[config.mk]
export PLATFORM = sky130hd
export DESIGN_NAME = rgdc_span_mask
export DESIGN_NICKNAME = d
export VERILOG_FILES = /design/src/design/rgdc_pkg.sv /design/src/design/rgdc_span_mask.sv
export SDC_FILE = /design/constraint.sdc
export NUM_CORES = 2
export LEC_CHECK = 0
export ABC_AREA = 0
export BUFFER_PORTS_ARGS = -buffer_cell sky130_fd_sc_hd__clkbuf_2
export CAP_MARGIN = 20
export CORE_AREA = 3 3 408 410
export DETAILED_ROUTE_END_ITERATION = 8
export DIE_AREA = 0 0 411 413
export GPL_ROUTABILITY_DRIVEN = 0
export PLACE_DENSITY_LB_ADDON = 0.1
export SYNTH_ARGS = -nofsm -noshare
export SYNTH_HDL_FRONTEND = slang
export SYNTH_SLANG_ARGS = --single-unit
[constraint.sdc]
create_clock -name vclk -period 4.9
set_input_delay 0 -clock vclk [all_inputs]
set_output_delay 0 -clock vclk [all_outputs]
set_load 0.02 [all_outputs]
[src/design/rgdc_pkg.sv]
`timescale 1ns / 1ps
// ----------------------------------------------------------------------------
// rgdc_pkg
// shared types, widths and instruction kind codes for the replay group
// drain checker
// ----------------------------------------------------------------------------
package rgdc_pkg;

	// field widths of one request
	localparam int KIND_W  = 4;
	localparam int BASE_W  = 10;
	localparam int COUNT_W = 5;

	// defaults for the top level parameters
	localparam int REG_UNITS_DEF = 1024;
	localparam int MAX_RANGE_DEF = 16;

	// instruction kind codes
	localparam logic [KIND_W-1:0] KIND_NONMEM   = 4'd0;
	localparam logic [KIND_W-1:0] KIND_SCALAR   = 4'd1;
	localparam logic [KIND_W-1:0] KIND_VECTOR   = 4'd2;
	localparam logic [KIND_W-1:0] KIND_TENSOR   = 4'd3;
	localparam logic [KIND_W-1:0] KIND_DRAIN    = 4'd4;
	localparam logic [KIND_W-1:0] KIND_SLEEP    = 4'd5;
	localparam logic [KIND_W-1:0] KIND_PREFETCH = 4'd6;
	localparam logic [KIND_W-1:0] KIND_MSB      = 4'd7;
	localparam logic [KIND_W-1:0] KIND_PSEUDO   = 4'd8;

	// classification flags of the request in the working stage
	typedef struct packed {
		logic [KIND_W-1:0] kind;
		logic              is_atomic;
		logic              is_flat;
		logic              next_is_memory;
	} rgdc_ctrl_t;

	// decision for one request
	typedef struct packed {
		logic drain;
		logic warn;
	} rgdc_result_t;

endpackage

[src/design/rgdc_span_mask.sv]
`timescale 1ns / 1ps
// ----------------------------------------------------------------------------
// rgdc_span_mask
// turns a base / count register range into a one-hot-per-unit mask,
// wrapping modulo the number of register units
// ----------------------------------------------------------------------------
module rgdc_span_mask #(
	parameter int REG_UNITS = rgdc_pkg::REG_UNITS_DEF,
	parameter int MAX_RANGE = rgdc_pkg::MAX_RANGE_DEF
) (
	input  logic [rgdc_pkg::BASE_W-1:0]  base,
	input  logic [rgdc_pkg::COUNT_W-1:0] count,
	output logic [REG_UNITS-1:0]         mask
);

	localparam int UW = $clog2(REG_UNITS);
	localparam int RW = rgdc_pkg::BASE_W + 1;
	localparam int RED_STEPS = (REG_UNITS >= (1 << rgdc_pkg::BASE_W)) ? 1 :
		$clog2((1 << rgdc_pkg::BASE_W) / REG_UNITS) + 1;

	logic [RW-1:0]                r;
	logic [UW-1:0]                base_r;
	logic [rgdc_pkg::COUNT_W:0]   count_x;
	logic [rgdc_pkg::COUNT_W-1:0] count_sat;

	function automatic logic unit_in_span(input int u, input logic [UW-1:0] b,
			input logic [rgdc_pkg::COUNT_W-1:0] c);
		logic [UW:0] d;
		d = (UW+1)'(u) + (UW+1)'(REG_UNITS) - {1'b0, b};
		if (d >= (UW+1)'(REG_UNITS))
			d = d - (UW+1)'(REG_UNITS);
		return d < (UW+1)'(c);
	endfunction

	// base modulo unit count, restoring steps against shifted constants
	always_comb begin
		r = {1'b0, base};
		for (int k = RED_STEPS - 1; k >= 0; k--) begin
			if (int'(r) >= (REG_UNITS << k))
				r = r - RW'(REG_UNITS << k);
		end
		base_r = UW'(r);
	end

	// count saturation
	always_comb begin
		count_x = {1'b0, count};
		if (count_x > (rgdc_pkg::COUNT_W+1)'(MAX_RANGE))
			count_sat = rgdc_pkg::COUNT_W'(MAX_RANGE);
		else
			count_sat = count;
	end

	always_comb begin
		for (int u = 0; u < REG_UNITS; u++)
			mask[u] = unit_in_span(u, base_r, count_sat);
	end

endmodule

-- After elaboration in Yosys (flattened, before gate mapping)
Index checks and enable logic that the tools add are counted.
- bits in registers: 0
- bits in latches: 0
- bits in writable memories: 0
- bits in read-only memories: 0
- bits of input ports: 15
- output and inout bits: 1024
- word-level logic and storage cells: 5122
- memories kept: 0
- $add $sub $neg: 2048
- $mul: 0
- divide/modulo/power cells: 0
- $lt $le $gt $ge: 2049
- equal/unequal tests: 0
- shift operators: 0
- mux-type cells: 1025
- bitwise operators: 0
- reductions and logical operators: 0
- operators by type and width (cell ; count):
    $ge A11 B11 Y1 const B ; 1024
    $lt A11 B5 Y1 ; 1024
    $mux W11 ; 1024
    $sub A11 B10 Y11 const A ; 1024
    $sub A11 B11 Y11 const B ; 1024
    $gt A5 B5 Y1 const B ; 1
    $mux W5 ; 1

-- Longest topological paths before layout
- depth in word-level cells: 4
- mapped depth: 16
- gate-level depth less buffers: 12

-- Worst setup path after synthesis
No wires, ideal clock.
- kind: input -> output
- start: input port base[3] (netlist name)
- end: output port mask[38]
- data arrival time: 3.988 ns
- required time: 4.900 ns
- setup slack: 0.912 ns
- cell stages on the path: 15
- buffers on the path: 5
- cell sequence: clkbuf_1 -> inv_1 -> clkbuf_1 -> ha_1 -> clkbuf_1 -> clkbuf_1 -> nor2_1 -> xnor2_1 -> inv_1 -> ha_1 -> a21o_1 -> a31oi_4 -> or4b_1 -> clkbuf_1 -> nor4b_1
- word-level cells in the longest chain between the ends: 4
- elaborated cells between the ends (all ways): 5
- those cells by class: add/sub: 2; order compare: 2; mux: 1
- RTL lines (element ; RTL line ; source):
    from (decl) ; rgdc_span_mask.sv:11 ; input logic [rgdc_pkg::BASE_W-1:0] base,
    $sub A11 B10 Y11 (*) ; rgdc_span_mask.sv:29 ; d = (UW+1)'(u) + (UW+1)'(REG_UNITS) - {1'b0, b};
    $sub A11 B11 Y11 / $ge A11 B11 Y1 (equally long branches) ; rgdc_span_mask.sv:31, rgdc_span_mask.sv:30 ;
    $mux W11 (*) ; rgdc_span_mask.sv:30 ; if (d >= (UW+1)'(REG_UNITS))
    $lt A11 B5 Y1 (*) ; rgdc_span_mask.sv:32 ; return d < (UW+1)'(c);
    to (decl) ; rgdc_span_mask.sv:13 ; output logic [REG_UNITS-1:0] mask
Mark *: on every way between the ends. The rest lies on a longest branch, timed or not.

-- Worst setup path after layout
- start: input port base[4] (netlist name)
- end: output port mask[240]
The elaborated chain is that of the path after synthesis.

==> report_table.html <==
<table>
<tr><th>Metric</th><th>Value</th></tr>
<tr><th colspan="2">GRT</th></tr>
<tr><td>First-pass GRT wire length</td><td>approximately 440 mm</td></tr>
<tr><td>Initial antenna violation count</td><td>34</td></tr>
<tr><td>Number of global-route vias before repair</td><td>44900</td></tr>
<tr><td>Pin count of the biggest net entering global routing</td><td>96</td></tr>
<tr><td>Overflow left after global routing</td><td>0</td></tr>
<tr><td>All-layer global routing usage</td><td>around two fifths</td></tr>
<tr><th colspan="2">Final layout</th></tr>
<tr><td>Register area</td><td>0 sq um</td></tr>
<tr><td>Commonest non-fill, non-tap cell in the layout</td><td>sky130_fd_sc_hd__clkbuf_2</td></tr>
<tr><td>Clock buffer cells</td><td>0</td></tr>
<tr><td>Filler Cell Count</td><td>18700</td></tr>
<tr><td>Layout-stage area growth over the synthesis result</td><td>33.7%</td></tr>
<tr><td>Highest-count cells in the layout ignoring fill and taps</td><td>1033 x sky130_fd_sc_hd__clkbuf_2, 976 x sky130_fd_sc_hd__xnor2_1, 521 x sky130_fd_sc_hd__buf_4</td></tr>
<tr><td>Fin nets</td><td>6133</td></tr>
<tr><td>Sequential cell count</td><td>0</td></tr>
<tr><td>Layout cell share with drive strength beyond 1</td><td>28.2%</td></tr>
<tr><th colspan="2">STA</th></tr>
<tr><td>Final critical-path required period</td><td>4.60 ns</td></tr>
<tr><td>Final setup TNS</td><td>0 ns</td></tr>
<tr><td>Setup repair after global routing missed its margin</td><td>no</td></tr>
<tr><td>Final count of negative-setup-slack endpoints</td><td>0</td></tr>
<tr><td>Worst-case headroom to the max-slew limit</td><td>a little under an eighth</td></tr>
<tr><td>Final max-slew violation count</td><td>0</td></tr>
<tr><td>Maximum clock rate</td><td>217 MHz</td></tr>
<tr><td>Hold Fails Final Rpt</td><td>0</td></tr>
<tr><td>Tightest Pin Transition</td><td>approximately 1.3 ns</td></tr>
<tr><td>Fin crit share</td><td>93.9%</td></tr>
<tr><th colspan="2">Route</th></tr>
<tr><td>Antenna Nets Post-Route</td><td>0</td></tr>
<tr><td>First DRT Iteration DRCs</td><td>7304</td></tr>
<tr><td>Number of detailed-route iterations in the first pass</td><td>6</td></tr>
<tr><td>Post-Route WL</td><td>between 300 and 400 mm</td></tr>
<tr><td>Via count</td><td>between 40000 and 50000</td></tr>
<tr><td>Count of unresolved DRC violations after routing</td><td>0</td></tr>
<tr><td>Average via count per standard cell</td><td>5.94</td></tr>
<tr><td>Wire per inst</td><td>42.3 um</td></tr>
<tr><th colspan="2">Logic synthesis</th></tr>
<tr><td>Synthesized instance count</td><td>4868</td></tr>
<tr><td>Average cell area after synthesis</td><td>6.50 sq um</td></tr>
<tr><td>Net count after synthesis</td><td>4984</td></tr>
<tr><td>Total number of yosys warnings</td><td>0</td></tr>
<tr><td>Netlist cell types</td><td>103</td></tr>
<tr><td>Synthesized cell area</td><td>0.0316 sq mm</td></tr>
<tr><td>Sequential fraction of the synthesis area</td><td>0%</td></tr>
<tr><th colspan="2">Clock tree</th></tr>
<tr><td>Number of buffers inserted by post-CTS setup repair</td><td>0</td></tr>
<tr><td># hold bufs at CTS</td><td>0</td></tr>
<tr><td>Cts repair resizes</td><td>0</td></tr>
<tr><th colspan="2">Die</th></tr>
<tr><td>Std-Cell Rows</td><td>148</td></tr>
<tr><td>Total Die Area</td><td>0.170 sq mm</td></tr>
<tr><td>Core region area</td><td>0.163 sq mm</td></tr>
<tr><td>I/O pins</td><td>roughly 1000</td></tr>
<tr><td>Die extent in y</td><td>413 um</td></tr>
<tr><td>Die width</td><td>between 400 and 500 um</td></tr>
<tr><td>Starting utilization of the core area</td><td>19.4%</td></tr>
<tr><th colspan="2">Worst setup path</th></tr>
<tr><td>Startpoint types</td><td>primary input</td></tr>
<tr><td>Highest net fanout along the worst path</td><td>between 60 and 70</td></tr>
<tr><td>Critical Path RT</td><td>4.90 ns</td></tr>
<tr><td>Data arrival time of the worst path</td><td>4.60 ns</td></tr>
<tr><td>Path type of the worst setup path</td><td>primary input to output port</td></tr>
<tr><td>Critical Path End Type</td><td>output port</td></tr>
<tr><th colspan="2">Place</th></tr>
<tr><td>DP Wirelength</td><td>around 280 mm</td></tr>
<tr><td>Buffers on Ports</td><td>1039</td></tr>
<tr><th colspan="2">Worst hold path</th></tr>
<tr><td>Endpoint with the worst hold slack</td><td>mask[916]</td></tr>
<tr><td>Beginning of the worst hold path</td><td>base[9]</td></tr>
<tr><td>WHS Path Cells</td><td>4</td></tr>
<tr><td>Path class of the lowest-slack min-delay path</td><td>primary input to output port</td></tr>
<tr><th colspan="2">Flow run</th></tr>
<tr><td>Max-cap viol count</td><td>0</td></tr>
<tr><th colspan="2">Outcome</th></tr>
<tr><td>Outcome</td><td>finished clean</td></tr>
</table>
==> synth_stat cells (12+ instances only) <==
cell type	n	area (sq um)
sky130_fd_sc_hd__mux2i_1	40	400
sky130_fd_sc_hd__a21boi_0	17	128
sky130_fd_sc_hd__or4_1	13	97.6
sky130_fd_sc_hd__nor3_1	280	1400
sky130_fd_sc_hd__buf_1	63	236
sky130_fd_sc_hd__a211oi_1	35	263
sky130_fd_sc_hd__buf_2	140	701
sky130_fd_sc_hd__a21o_1	33	248
sky130_fd_sc_hd__nor3b_1	176	1320
sky130_fd_sc_hd__nand4_1	45	282
sky130_fd_sc_hd__o31ai_1	12	90.1
sky130_fd_sc_hd__nand2_1	321	1200
sky130_fd_sc_hd__nor2b_1	111	694
sky130_fd_sc_hd__clkbuf_1	219	822
sky130_fd_sc_hd__nor2_1	353	1330
sky130_fd_sc_hd__inv_1	64	240
sky130_fd_sc_hd__or2_2	19	119
sky130_fd_sc_hd__a32oi_1	18	158
sky130_fd_sc_hd__nand3_1	102	510
sky130_fd_sc_hd__o211ai_1	35	263
sky130_fd_sc_hd__xnor2_1	976	8550
sky130_fd_sc_hd__and3b_1	23	201
sky130_fd_sc_hd__buf_4	13	97.6
sky130_fd_sc_hd__and4_1	17	149
sky130_fd_sc_hd__and3_1	34	213
sky130_fd_sc_hd__a21oi_1	433	2170
sky130_fd_sc_hd__nand2b_1	78	488
sky130_fd_sc_hd__o21ai_0	298	1490
sky130_fd_sc_hd__a31oi_1	40	250
sky130_fd_sc_hd__o21a_1	27	203
sky130_fd_sc_hd__o2111ai_1	12	105
sky130_fd_sc_hd__nand3b_1	42	315
sky130_fd_sc_hd__and2_1	31	194
sky130_fd_sc_hd__nor4bb_1	18	180
sky130_fd_sc_hd__nand4b_1	28	245
sky130_fd_sc_hd__or3_1	34	213
sky130_fd_sc_hd__nor4b_1	155	1360
sky130_fd_sc_hd__and4b_1	27	270
sky130_fd_sc_hd__nor4_1	177	1110
sky130_fd_sc_hd__ha_1	101	1260
==> metal layers <==
metal  global-route usage (%)  wire length (um)
met1                     48.6            139000
met2                     59.2            149000
met3                     9.98             36800
met4                     20.3             22300
met5                        0               182
==> area by class of cell <==
| cell class | instances | area [sq um] | area share [%] |
|---|---|---|---|
| diodes | 20 | 50.0 | 0.118 |
| multi-input cells | 4362 | 29700 | 70.1 |
| well taps | 2175 | 2720 | 6.44 |
| inverters | 69 | 278 | 0.657 |
| repair buffers | 1584 | 9590 | 22.7 |
==> logic make-up (layout without fill, tap and decap cells) <==
family	Yosys count	in the layout	synth area share [%]
buffers and inverters	506	1653	6.76
adder cells (fa/ha/maj)	101	101	4.00
multiplexers	44	44	1.41
other	0	20	0
XOR/XNOR	980	980	27.1
AND/OR/NAND/NOR	2131	2131	39.2
AO/OA/AOI/OAI	1106	1106	21.5
==> metrics by stage <==
stage / hold WS (ns) / utilization (%) / cell area (sq um) / instances / setup WS [ns]
2_1_floorplan: 0.331 / - / 31600 / 4868 / 0.912
3_5_place_dp: 0.506 / 25.9 / 42200 / 8187 / 0.520
6_report: 0.499 / 26.0 / 42300 / 8210 / 0.299
4_1_cts: 0.499 / 25.9 / 42200 / 8187 / 0.510
5_1_grt: 0.510 / 26.0 / 42200 / 8190 / 0.367
3_3_place_gp: 0.496 / 25.9 / 42100 / 8181 / 0.396
==> critical path, stage by stage <==
cell	delay (ns)
sky130_fd_sc_hd__buf_2	0.11
sky130_fd_sc_hd__buf_12	0.38
sky130_fd_sc_hd__ha_1	0.84
sky130_fd_sc_hd__and3b_1	0.85
sky130_fd_sc_hd__o21ai_0	0.22
sky130_fd_sc_hd__a211oi_1	0.94
sky130_fd_sc_hd__buf_4	0.31
sky130_fd_sc_hd__nand3_1	0.13
sky130_fd_sc_hd__nor3b_1	0.49
sky130_fd_sc_hd__clkbuf_2	0.26
==> worst max-delay path by stage <==
stage / from / to / slack, ns
detailed placement: base[4] / mask[240] / 0.52
global route: base[1] / mask[1008] / 0.37
floorplan: base[3] / mask[38] / 0.91
CTS: base[1] / mask[240] / 0.51
finish: base[4] / mask[240] / 0.30
global placement: base[4] / mask[240] / 0.40
